<file path="config.mk">
export PLATFORM = sky130hd
export DESIGN_NAME = x86_branch_target_scanner
export DESIGN_NICKNAME = d
export VERILOG_FILES = /design/src/rtl/core/xbts_pkg.sv /design/src/rtl/core/xbts_front.sv /design/src/rtl/core/xbts_queue.sv /design/src/rtl/core/xbts_back.sv /design/src/rtl/core/x86_branch_target_scanner.sv
export SDC_FILE = /design/constraint.sdc
export NUM_CORES = 1
export LEC_CHECK = 0
export BUFFER_PORTS_ARGS = -buffer_cell sky130_fd_sc_hd__buf_2
export CAP_MARGIN = 20
export CORE_ASPECT_RATIO = 1.2
export CORE_MARGIN = 2
export CORE_UTILIZATION = 50
export CTS_CLUSTER_SIZE = 40
export DETAILED_ROUTE_END_ITERATION = 10
export GPL_ROUTABILITY_DRIVEN = 0
export PLACE_DENSITY = 0.66
export SYNTH_ARGS = -nofsm -noshare
export SYNTH_HDL_FRONTEND = slang
export SYNTH_SLANG_ARGS = --single-unit
</file>
<file path="constraint.sdc">
create_clock -name clk -period 12.8 [get_ports clk]
set_input_delay 2.56 -clock clk [delete_from_list [all_inputs] [get_ports clk]]
set_output_delay 2.56 -clock clk [all_outputs]
set_load 0.05 [all_outputs]
</file>
<file path="src/rtl/core/xbts_pkg.sv">
// xbts_pkg: shared types, opcode constants and the opcode classifier
// for the branch target scanner; used by every module in rtl/core
package xbts_pkg;

	localparam int WIN_DEPTH = 4;
	localparam int Q_DEPTH   = 4;
	localparam int Q_AW      = 2;

	localparam logic [7:0] OP_JMP8       = 8'hEB;
	localparam logic [7:0] OP_JCC_LO     = 8'h70;
	localparam logic [7:0] OP_JCC_HI     = 8'h7F;
	localparam logic [7:0] OP_CALL32     = 8'hE8;
	localparam logic [7:0] OP_JMP32      = 8'hE9;
	localparam logic [7:0] OP_PUSH_EBP   = 8'h55;
	localparam logic [7:0] OP_MOV        = 8'h8B;
	localparam logic [7:0] MODRM_EBP_ESP = 8'hEC;

	localparam logic [31:0] LEN_REL8  = 32'd2;
	localparam logic [31:0] LEN_REL32 = 32'd5;

	localparam logic [1:0] REG_TEXT_BASE = 2'd0;
	localparam logic [1:0] REG_CODE_SIZE = 2'd1;
	localparam logic [1:0] REG_REBASE    = 2'd2;

	// byte [0] is the opcode position
	typedef logic [WIN_DEPTH:0][7:0] win5_t;

	typedef struct packed {
		logic        hit;
		logic [31:0] disp;
	} cls_t;

	typedef struct packed {
		logic        fin;
		logic [31:0] pos;
		logic [31:0] disp;
	} job_t;

	typedef struct packed {
		logic [31:0] text_base;
		logic [31:0] code_size;
		logic [31:0] rebase;
	} cfg_t;

	function automatic cls_t classify(input win5_t b);
		cls_t r;
		r.hit  = 1'b0;
		r.disp = '0;
		case (b[0]) inside
			OP_JMP8, [OP_JCC_LO:OP_JCC_HI]: begin
				r.hit  = 1'b1;
				r.disp = {{24{b[1][7]}}, b[1]} + LEN_REL8;
			end
			OP_CALL32, OP_JMP32: begin
				r.hit  = 1'b1;
				r.disp = {b[4], b[3], b[2], b[1]} + LEN_REL32;
			end
			OP_PUSH_EBP: begin
				r.hit  = (b[1] == OP_MOV) && (b[2] == MODRM_EBP_ESP);
				r.disp = '0;
			end
			default: begin
				r.hit  = 1'b0;
				r.disp = '0;
			end
		endcase
		return r;
	endfunction

endpackage

</file>
<file path="src/rtl/core/xbts_front.sv">
// xbts_front: byte window, opcode classification and end-of-run flush
// depends on xbts_pkg; pushes branch jobs into xbts_queue
module xbts_front (
	input  logic                clk,
	input  logic                arst_n,
	input  logic [7:0]          code_byte,
	input  logic                last,
	input  logic                in_valid,
	output logic                in_stall,
	input  logic                q_full,
	output logic                q_push,
	output xbts_pkg::job_t      q_data
);
	import xbts_pkg::*;

	logic [WIN_DEPTH-1:0][7:0] win_q;
	logic [2:0]                fill_q;
	logic [31:0]               pos_q;
	logic                      flushing_q;
	logic [2:0]                fl_left_q;
	logic [31:0]               fl_pos_q;
	win5_t                     fl_buf_q;

	win5_t       buf5;
	win5_t       src;
	cls_t        cls;
	logic        acc;
	logic        step;
	logic        full_win;
	logic [31:0] job_pos;

	assign in_stall = flushing_q | q_full;
	assign acc      = in_valid & ~in_stall;
	assign step     = flushing_q & ~q_full;
	assign full_win = (fill_q == 3'(WIN_DEPTH));

	// pending bytes, then the new byte, then zero padding
	always_comb begin
		for (int j = 0; j < WIN_DEPTH; j++) begin
			if (3'(j) < fill_q)
				buf5[j] = win_q[j];
			else if (3'(j) == fill_q)
				buf5[j] = code_byte;
			else
				buf5[j] = '0;
		end
		buf5[WIN_DEPTH] = full_win ? code_byte : 8'h00;
	end

	assign src     = flushing_q ? fl_buf_q : buf5;
	assign cls     = classify(src);
	assign job_pos = flushing_q ? fl_pos_q : (pos_q - 32'(WIN_DEPTH));

	always_comb begin
		q_push = 1'b0;
		if (acc && !last && full_win && cls.hit)
			q_push = 1'b1;
		if (step && (fl_left_q != 3'd0) && cls.hit)
			q_push = 1'b1;
		if (step && (fl_left_q == 3'd0))
			q_push = 1'b1;
		q_data.fin  = flushing_q && (fl_left_q == 3'd0);
		q_data.pos  = job_pos;
		q_data.disp = cls.disp;
	end

	always_ff @(posedge clk or negedge arst_n) begin
		if (!arst_n) begin
			fill_q     <= '0;
			pos_q      <= '0;
			flushing_q <= 1'b0;
			fl_left_q  <= '0;
		end else if (acc) begin
			if (last) begin
				flushing_q <= 1'b1;
				fl_left_q  <= fill_q + 3'd1;
				fill_q     <= '0;
				pos_q      <= '0;
			end else begin
				if (!full_win)
					fill_q <= fill_q + 3'd1;
				pos_q <= pos_q + 32'd1;
			end
		end else if (step) begin
			if (fl_left_q == 3'd0)
				flushing_q <= 1'b0;
			else
				fl_left_q <= fl_left_q - 3'd1;
		end
	end

	always_ff @(posedge clk) begin
		if (acc) begin
			if (last) begin
				fl_buf_q <= buf5;
				fl_pos_q <= pos_q - {29'd0, fill_q};
			end else if (full_win) begin
				win_q <= {code_byte, win_q[WIN_DEPTH-1:1]};
			end else begin
				win_q[fill_q[1:0]] <= code_byte;
			end
		end else if (step && (fl_left_q != 3'd0)) begin
			fl_buf_q <= {8'h00, fl_buf_q[WIN_DEPTH:1]};
			fl_pos_q <= fl_pos_q + 32'd1;
		end
	end

endmodule

</file>
<file path="src/rtl/core/xbts_queue.sv">
// xbts_queue: short job queue between front and back
// depends on xbts_pkg for the job type and depth
module xbts_queue (
	input  logic           clk,
	input  logic           arst_n,
	input  logic           push,
	input  xbts_pkg::job_t wr_data,
	output logic           full,
	input  logic           pop,
	output xbts_pkg::job_t head,
	output logic           empty
);
	import xbts_pkg::*;

	job_t            mem_q [Q_DEPTH];
	logic [Q_AW-1:0] wr_ptr_q;
	logic [Q_AW-1:0] rd_ptr_q;
	logic [Q_AW:0]   cnt_q;
	logic            do_wr;
	logic            do_rd;

	assign full  = (cnt_q == (Q_AW+1)'(Q_DEPTH));
	assign empty = (cnt_q == '0);
	assign head  = mem_q[rd_ptr_q];
	assign do_wr = push & ~full;
	assign do_rd = pop & ~empty;

	always_ff @(posedge clk or negedge arst_n) begin
		if (!arst_n) begin
			wr_ptr_q <= '0;
			rd_ptr_q <= '0;
			cnt_q    <= '0;
		end else begin
			if (do_wr)
				wr_ptr_q <= wr_ptr_q + 1'b1;
			if (do_rd)
				rd_ptr_q <= rd_ptr_q + 1'b1;
			if (do_wr && !do_rd)
				cnt_q <= cnt_q + 1'b1;
			else if (do_rd && !do_wr)
				cnt_q <= cnt_q - 1'b1;
		end
	end

	always_ff @(posedge clk) begin
		if (do_wr)
			mem_q[wr_ptr_q] <= wr_data;
	end

	a_no_push_full: assert property (@(posedge clk) disable iff (!arst_n)
		full |-> !push)
		else $error("job pushed into full queue");

	a_cnt_range: assert property (@(posedge clk) disable iff (!arst_n)
		cnt_q <= (Q_AW+1)'(Q_DEPTH))
		else $error("queue count out of range");

endmodule

</file>
<file path="src/rtl/core/xbts_back.sv">
// xbts_back: target sum, range check, image rebase and entry numbering
// depends on xbts_pkg; drains jobs from xbts_queue
module xbts_back (
	input  logic                clk,
	input  logic                arst_n,
	input  xbts_pkg::cfg_t      cfg,
	input  xbts_pkg::job_t      q_head,
	input  logic                q_empty,
	output logic                q_pop,
	output logic                out_valid,
	input  logic                out_stall,
	output logic [31:0]         target_addr,
	output logic [31:0]         entry_index,
	output logic                is_final
);
	import xbts_pkg::*;

	logic        valid_s1;
	logic        fin_s1;
	logic [31:0] t_s1;

	logic        out_valid_q;
	logic [31:0] target_q;
	logic [31:0] index_q;
	logic        final_q;
	logic [31:0] cnt_q;

	logic [31:0] range_end;
	logic        in_range;
	logic        emit_s1;
	logic        out_ready;
	logic        go_s1;

	assign range_end = cfg.text_base + cfg.code_size;
	assign in_range  = (t_s1 >= cfg.text_base) && (t_s1 < range_end);
	assign emit_s1   = fin_s1 | in_range;
	assign out_ready = ~out_valid_q | ~out_stall;
	assign go_s1     = ~valid_s1 | ~emit_s1 | out_ready;
	assign q_pop     = go_s1 & ~q_empty;

	always_ff @(posedge clk or negedge arst_n) begin
		if (!arst_n) begin
			valid_s1    <= 1'b0;
			out_valid_q <= 1'b0;
			cnt_q       <= '0;
		end else begin
			if (go_s1)
				valid_s1 <= ~q_empty;
			if (out_ready) begin
				out_valid_q <= valid_s1 & emit_s1;
				if (valid_s1 && emit_s1)
					cnt_q <= fin_s1 ? 32'd0 : cnt_q + 32'd1;
			end
		end
	end

	always_ff @(posedge clk) begin
		if (go_s1) begin
			fin_s1 <= q_head.fin;
			t_s1   <= cfg.text_base + q_head.pos + q_head.disp;
		end
		if (out_ready && valid_s1 && emit_s1) begin
			target_q <= fin_s1 ? 32'd0 : t_s1 + cfg.rebase;
			index_q  <= cnt_q;
			final_q  <= fin_s1;
		end
	end

	assign out_valid   = out_valid_q;
	assign target_addr = target_q;
	assign entry_index = index_q;
	assign is_final    = final_q;

	a_cnt_clear: assert property (@(posedge clk) disable iff (!arst_n)
		(out_ready && valid_s1 && fin_s1) |=> (cnt_q == 32'd0))
		else $error("entry count not cleared after final item");

	a_cnt_step: assert property (@(posedge clk) disable iff (!arst_n)
		(out_ready && valid_s1 && !fin_s1 && in_range)
		|=> (cnt_q == $past(cnt_q) + 32'd1))
		else $error("entry count did not advance");

	a_s1_hold: assert property (@(posedge clk) disable iff (!arst_n)
		(valid_s1 && emit_s1 && !out_ready) |=> (valid_s1 && $stable(t_s1)))
		else $error("stage 1 item lost under output stall");

endmodule

</file>
<file path="src/rtl/core/x86_branch_target_scanner.sv">
// x86_branch_target_scanner: top level, configuration registers and wiring
// depends on xbts_pkg, xbts_front, xbts_queue, xbts_back
//
//  channel  | handshake              | payload
//  ---------+------------------------+----------------------------------------
//  input    | in_valid / in_stall    | code_byte[7:0], last
//  output   | out_valid / out_stall  | target_addr[31:0], entry_index[31:0], is_final
//  config   | cfg_we                 | cfg_index[1:0], cfg_data[31:0]
//
// a byte per cycle while streaming if the queue has room; hits pass queue, s1, out reg
// on the last byte the flush sequencer checks one position a cycle while the queue has
// room, pushing hits; input stalls while the pending positions and the count item drain
// a four-entry job queue lets the back side stall without stopping the front until full
// reset clears the fill level, position, counts and all configuration registers to zero
module x86_branch_target_scanner (
	input  logic        clk,
	input  logic        arst_n,
	input  logic [7:0]  code_byte,
	input  logic        last,
	input  logic        in_valid,
	output logic        in_stall,
	output logic [31:0] target_addr,
	output logic [31:0] entry_index,
	output logic        is_final,
	output logic        out_valid,
	input  logic        out_stall,
	input  logic        cfg_we,
	input  logic [1:0]  cfg_index,
	input  logic [31:0] cfg_data
);
	import xbts_pkg::*;

	cfg_t cfg_q;
	logic q_push;
	job_t q_wr;
	logic q_full;
	logic q_pop;
	job_t q_head;
	logic q_empty;

	always_ff @(posedge clk or negedge arst_n) begin
		if (!arst_n) begin
			cfg_q <= '0;
		end else if (cfg_we) begin
			case (cfg_index)
				REG_TEXT_BASE: cfg_q.text_base <= cfg_data;
				REG_CODE_SIZE: cfg_q.code_size <= cfg_data;
				REG_REBASE:    cfg_q.rebase    <= cfg_data;
				default: ;
			endcase
		end
	end

	xbts_front u_front (
		.clk       (clk),
		.arst_n    (arst_n),
		.code_byte (code_byte),
		.last      (last),
		.in_valid  (in_valid),
		.in_stall  (in_stall),
		.q_full    (q_full),
		.q_push    (q_push),
		.q_data    (q_wr)
	);

	xbts_queue u_queue (
		.clk     (clk),
		.arst_n  (arst_n),
		.push    (q_push),
		.wr_data (q_wr),
		.full    (q_full),
		.pop     (q_pop),
		.head    (q_head),
		.empty   (q_empty)
	);

	xbts_back u_back (
		.clk         (clk),
		.arst_n      (arst_n),
		.cfg         (cfg_q),
		.q_head      (q_head),
		.q_empty     (q_empty),
		.q_pop       (q_pop),
		.out_valid   (out_valid),
		.out_stall   (out_stall),
		.target_addr (target_addr),
		.entry_index (entry_index),
		.is_final    (is_final)
	);

endmodule
</file>
== Yosys cells after proc, flatten, opt, wreduce, memory -nomap -nowiden ==
Memory sizes are Yosys's and may differ from the RTL's.
Cells that the tools add are included.
Word-level totals
  memories kept: 1
  word-level logic and storage cells: 173
  register bits: 378
  memory bits (writable): 260
  input port bits: 48
Memory list
  u_queue.mem_q: words 4, width 65, read ports 1, clocked after Yosys merged registers in 0, wr ports 1, line xbts_queue.sv:15  | job_t mem_q [Q_DEPTH];
Cells by class
  mux-type cells: 43
  $lt $le $gt $ge: 10
  reduce and logical (&&, ||, !) cells: 39
  add/subtract/negate cells: 17
  equal/unequal tests: 16
  bitwise gates (word level): 19
Operators with widths (count)
  2-to-1 mux 32 bit: 7
  2-to-1 mux 40 bit: 4
  adder 32 bit: 4
  2-to-1 mux 33 bit: 3
  adder 32 x 1 -> 32 bit (second input constant): 3
  2-to-1 mux 8 bit: 10
  equality test 8 bit (second input constant): 5
  adder 32 x 3 -> 32 bit (second input constant): 1
  bitwise mux 32 bit: 1
  greater-or-equal comparator 32 bit: 1
  less-than comparator 32 bit: 1
  subtractor 32 x 3 -> 32 bit: 1
  subtractor 32 x 3 -> 32 bit (second input constant): 1
  2-to-1 mux 3 bit: 8
  demux 8 bit (select 2 bit): 1
  logical AND 1 bit: 16
  AND reduction 2 bit: 7
  adder 8 x 3 -> 9 bit (second input constant): 1
  zero test 3 bit: 3
  2-to-1 mux 1 bit: 9
  equality test 8 x 7 -> 1 bit (second input constant): 1
  greater-or-equal comparator 8 x 7 -> 1 bit (second input constant): 1
  <= comparator 8 x 7 -> 1 bit (second input constant): 1
  inverter 1 bit: 8
  22 further kinds: 46

== Longest topological paths before layout ==
  word-level depth: 18
  gate-level depth with buffers: 26

== By module ==
From an unflattened synthesis, not the netlist that was laid out.
Unflattened totals
  cell total of the unflattened synthesis: 3148
  area total of the unflattened synthesis: 36505.0 um^2
Modules (own cells, without submodules)
  xbts_back: instances 1, area an instance 12109.1 um^2, cells each 1261
  xbts_front: instances 1, area an instance 10936.7 um^2, cells each 1307
  xbts_queue: instances 1, area an instance 9833.2 um^2, cells each 376
  x86_branch_target_scanner: instances 1, area an instance 3626.0 um^2, cells each 204

== Worst setup path after synthesis ==
Ideal clock, no wire load.
  path type: input-to-reg
  start: input port code_byte[1]
  end: memory u_queue.mem_q[0][0] in the netlist's numbering, enable pin
  data required time: 12.311 ns
  buffers on the path: 1
  stages: 10
  setup time: 0.489 ns
  data arrival time: 7.183 ns
  path slack: 5.128 ns
  cell sequence: clkbuf_1 > nand3_1 > a31oi_1 > ha_1 > nand4_1 > nor3_1 > nand4_1 > a2111oi_2 > o31ai_4 > nor2_1
On the way
  longest elaborated chain between the ends: 15
  elaborated cells on any way between the ends: 30
RTL lines
  from (decl): line x86_branch_target_scanner.sv:18  | input logic [7:0] code_byte,
  2-to-1 mux 8 bit: line xbts_front.sv:42  | else if (3'(j) == fill_q)
  2-to-1 mux 8 bit: line xbts_front.sv:40  | if (3'(j) < fill_q)
  2-to-1 mux 40 bit (*): line xbts_front.sv:50  | assign src = flushing_q ? fl_buf_q : buf5;
  parallel branches: the longest is 4 deep, another holds greater-or-equal comparator 8 x 7 -> 1 bit
  2-to-1 mux 33 bit (*): line xbts_pkg.sv:49  | case (b[0]) inside
  logical AND 1 bit: line xbts_front.sv:56  | if (acc && !last && full_win && cls.hit)
  2-to-1 mux 1 bit: line xbts_front.sv:56
  2-to-1 mux 1 bit (*): line xbts_front.sv:58  | if (step && (fl_left_q != 3'd0) && cls.hit)
  2-to-1 mux 1 bit (*): line xbts_front.sv:60  | if (step && (fl_left_q == 3'd0))
  AND 1 bit (*): line xbts_queue.sv:25  | assign do_wr = push & ~full;
  2-to-1 mux 1 bit (*): line xbts_queue.sv:46  | if (do_wr)
  2-to-1 mux 1 bit (implied by the code) (*): line xbts_queue.sv:47  | mem_q[wr_ptr_q] <= wr_data;
  to (decl): line xbts_queue.sv:15
Every way passes the cells marked *.

== Worst setup path after layout ==
  start: register cfg_q[64] in the netlist's numbering
  end: register u_queue.cnt_q[2]
On the way
  longest elaborated chain between the ends: 12
  elaborated cells on any way between the ends: 15
RTL lines
  from (decl): line x86_branch_target_scanner.sv:33  | cfg_t cfg_q;
  adder 32 bit: line xbts_back.sv:34  | assign range_end = cfg.text_base + cfg.code_size;
  less-than comparator 32 bit: line xbts_back.sv:35  | assign in_range = (t_s1 >= cfg.text_base) && (t_s1 < range_end);
  logical AND 1 bit (*): line xbts_back.sv:35
  bitwise OR 1 bit (*): line xbts_back.sv:36  | assign emit_s1 = fin_s1 | in_range;
  inverter 1 bit (*): line xbts_back.sv:38  | assign go_s1 = ~valid_s1 | ~emit_s1 | out_ready;
  bitwise OR 1 bit (*) (2 in a row): line xbts_back.sv:38
  AND 1 bit (*): line xbts_back.sv:39  | assign q_pop = go_s1 & ~q_empty;
  AND 1 bit (*): line xbts_queue.sv:26  | assign do_rd = pop & ~empty;
  zero test 1 bit: line xbts_queue.sv:38  | if (do_wr && !do_rd)
  logical AND 1 bit: line xbts_queue.sv:38
  2-to-1 mux 3 bit or nonzero test 2 bit (tied branches)
  to (signal assigned): line xbts_queue.sv:39  | cnt_q <= cnt_q + 1'b1;
  to (signal assigned): line xbts_queue.sv:41  | cnt_q <= cnt_q - 1'b1;
  to (decl): line xbts_queue.sv:18  | logic [Q_AW:0] cnt_q;
Mark *: on every way between the ends. The rest lies on a longest branch, timed or not.
A chain may end at the register's enable or synchronous reset.

==> flow_summary.ini <==
[clocking]
cts_resized = 0
clock_latency_ps = 640
cts_tree = done
cts_max_level = 3
cts_hold_buf = 0
ctsRootBufferMaster = clkbuf_16
cts_made_buffers = 69
path_clk_slew_ps = 60
clockBufferDepth = 3
clock_sinks = 638
post_cts_buffers = 0

[worst_hold_path]
holdCritStartpoint = u_queue.cnt_q[2]$_DFFE_PN0P_
hold_class = register to register

[yosys]
syn_area_mm2 = 0.0351
yosysTopAreaCell = edfxtp_1
ys_seq_area_share_pct = 52.0
yosys.cell_count.top_type = edfxtp_1
synth_cells = 3043
yosys_warnings = 0
yosys_most_used_dff = edfxtp_1
synthArstFlopShare_pct = 27.6
synth.ff_latch_count = 638
synthTopCellsByCount = 462 x edfxtp_1, 324 x nand2_1, 237 x o21ai_0, 197 x nor2_1, 177 x ha_1
synth_edf_count = 462
synth_top_cell_area_share_pct = 39.5
synth_nets = 3304
avgSynthCellArea_um2 = 11.5
synthTopCellsByArea = edfxtp_1 39%, dfrtp_1 13%, ha_1 6.3%, mux4_2 4.2%, nand2_1 3.5%
ys_types = 88

[route]
drtIter0Drc = 1547
viasPerCell = 5.82
drc = 0
num_vias = 23800
antenna_left = 0
wl_mm = 81.3
routedWlPerCell_um = 19.9
dr.pass1.iters = 5

[critical_path]
cp-end-kind = register
setup.worst_path.start = cfg_q[64]$_DFFE_PN0P_
required_ps = 13340
reg2reg_from = cfg_q[64]$_DFFE_PN0P_
critical_path_arrival_ps = 7100
critPathMaxFanout = 4
worst-setup-path-type = register to register
start_kind = register

[power]
irDropWorstVdd_mv = 0.223
power_frac_seq_pct = 32.3
swShare_pct = 42.3
pwr-share-comb_pct = 49.3
p_leak_nw = 15.1
p_sw_w = 0.00458
intPower_w = 0.00626
power_density_mw_per_mm2 = 279
pwr-share-clk_pct = 18.4
p_total_w = 0.0108

[grt]
grt_pass1_vias = 23900
grt_max_degree = 88
grt_usage_pct = 22.8
overflow = 0
grt_pass1_wl_mm = 130
antenna_found_initial = 0

[layout]
finalNonFillerCells = 4093
syn2layout_area_growth_pct = 10.5
fill_cells = 5777
nets = 3377
layout-drive-gt1-share_pct = 13.8

[timing]
tightest_slew_ps = 1120
drv_slew = 0
setup_viol = 0
worst_slack_ps = 6240
hold_violations = 0
fin_crit_ps = 6560
slew_headroom_pct = 24.3
tns_ps = 0
period_share_pct = 51.3
fin_skew_ps = 40.7
fmax_mhz = 152
rsz0062_at_grt = no

[die]
die-width_um = 246
die_h_um = 294
core_area_mm2 = 0.0696
dieArea_mm2 = 0.0724
fp-row-count = 106
start_util_pct = 50.5
ios = 115

[outcome]
outcome = finished, final reports clean

[place]
dp_hpwl_mm = 59.6
place_inst = 3962
place_ws_ps = 5940
portBuffers = 114

[flow_run]
maxCapViolCount = 0
-- path summary, 6_finish.rpt --
| check | to | slack (ps) | cells after the start |
|---|---|---|---|
| setup / recovery | u_queue.cnt_q[2]$_DFFE_PN0P_ | 6240 | 25 |
| hold / removal | u_queue.cnt_q[2]$_DFFE_PN0P_ | 490 | 1 |
| setup reg to reg | u_queue.cnt_q[2]$_DFFE_PN0P_ | 6240 | 25 |
| hold reg to reg | u_queue.cnt_q[2]$_DFFE_PN0P_ | 490 | 1 |
| max in group asynchronous | u_queue.rd_ptr_q[1]$_DFFE_PN0P_ | 9540 | 2 |
| min in group asynchronous | cfg_q[0]$_DFFE_PN0P_ | 1930 | 1 |
-- critical path, cell delays in order (launching register included) --
cell	delay, ps
dfrtp_1	400
ha_1	230
inv_1	80
fa_1	190
nor2b_1	70
o31a_1	280
o32ai_1	630
o21a_1	370
o211ai_1	180
o31a_1	320
a221oi_1	340
a21oi_1	130
xnor2_1	140
ha_1	280
a21o_1	160
a21oi_1	190
o21ai_0	120
nor3_1	610
a21oi_1	300
o21ai_0	390
ha_1	250
inv_1	60
fa_1	370
xor2_1	150
nor2_1	110
xor2_1	160
-- state kept, by name, summed over array words and instances, names as in the netlist --
name                cells
u_queue.mem_q         260
cfg_q                  96
u_front.fl_buf_q       40
u_back.cnt_q           32
u_back.entry_index     32
u_back.t_s1            32
u_back.target_addr     32
u_front.fl_pos_q       32
u_front.pos_q          32
u_front.win_q          32
u_front.fill_q          3
u_front.fl_left_q       3
u_queue.cnt_q           3
u_queue.rd_ptr_q        2
u_queue.wr_ptr_q        2
u_back.fin_s1           1
u_back.is_final         1
u_back.out_valid        1
u_back.valid_s1         1
u_front.flushing_q      1
-- logic make-up (layout without fill, tap and decap cells) --
group / count (synthesis) / count (layout) / synth area share (%)
AOI/OAI and AO/OA: 622 / 622 / 11.0
xor gates and xnor gates: 226 / 226 / 5.63
adders and majority gates: 213 / 213 / 8.35
buffers and inverters: 254 / 383 / 2.91
DFF: 638 / 638 / 52.0
muxes: 166 / 166 / 7.36
other: 0 / 3 / 0
and+or+nand+nor: 924 / 924 / 12.8
-- layout by cell type, fill, tap and decap left out, drive strengths merged, types with 72 or more instances in the layout --
| master | instances |
|---|---|
| a21oi | 139 |
| buf | 140 |
| clkbuf | 94 |
| dfrtp | 176 |
| edfxtp | 462 |
| ha | 177 |
| inv | 119 |
| mux2 | 79 |
| nand2 | 325 |
| nand3 | 72 |
| nor2 | 197 |
| o21ai | 244 |
| xnor2 | 118 |
| xor2 | 108 |
-- per-layer routing --
layer | share of wire, % | global-route usage (%) | up-vias
met5 | 0 | 0 | -
met2 | 51 | 40.4 | 610
met3 | 4.3 | 2.72 | 157
met1 | 42 | 28.5 | 11700
li1 | - | - | 11300
met4 | 2.9 | 8.20 | 0
-- layout make-up --
cell class	count	area (um^2)	share of cell area [%]
clock inverter	35	389	1.00
timing repair buffer	142	790	2.03
multi-input combinational	2151	15900	41.0
antenna	3	7.51	0.0193
inverter	114	428	1.10
tap	918	1150	2.96
clock buffer	92	1860	4.80
sequential	638	18300	47.1
-- power by group through the flow --
stage | combinational, W | sequential [W] | clock (W)
6_report | 0.00534 | 0.00350 | 0.00200
5_1_grt | 0.00595 | 0.00357 | 0.00212
4_1_cts | 0.00534 | 0.00351 | 0.00204
3_5_place_dp | 0.00531 | 0.00355 | 0
3_3_place_gp | 0.00516 | 0.00353 | 0
2_1_floorplan | 0.00375 | 0.00377 | 0
-- per-stage QoR --
| stage | utilization (%) | hold WS [ps] | instance area [um^2] |
|---|---|---|---|
| 2_1_floorplan | - | 448 | 35100 |
| 3_3_place_gp | 52.5 | 470 | 36600 |
| 3_5_place_dp | 52.5 | 471 | 36600 |
| 4_1_cts | 55.7 | 486 | 38800 |
| 5_1_grt | 55.8 | 516 | 38800 |
| 6_report | 55.8 | 487 | 38800 |
(Power assumes the default switching activity.)
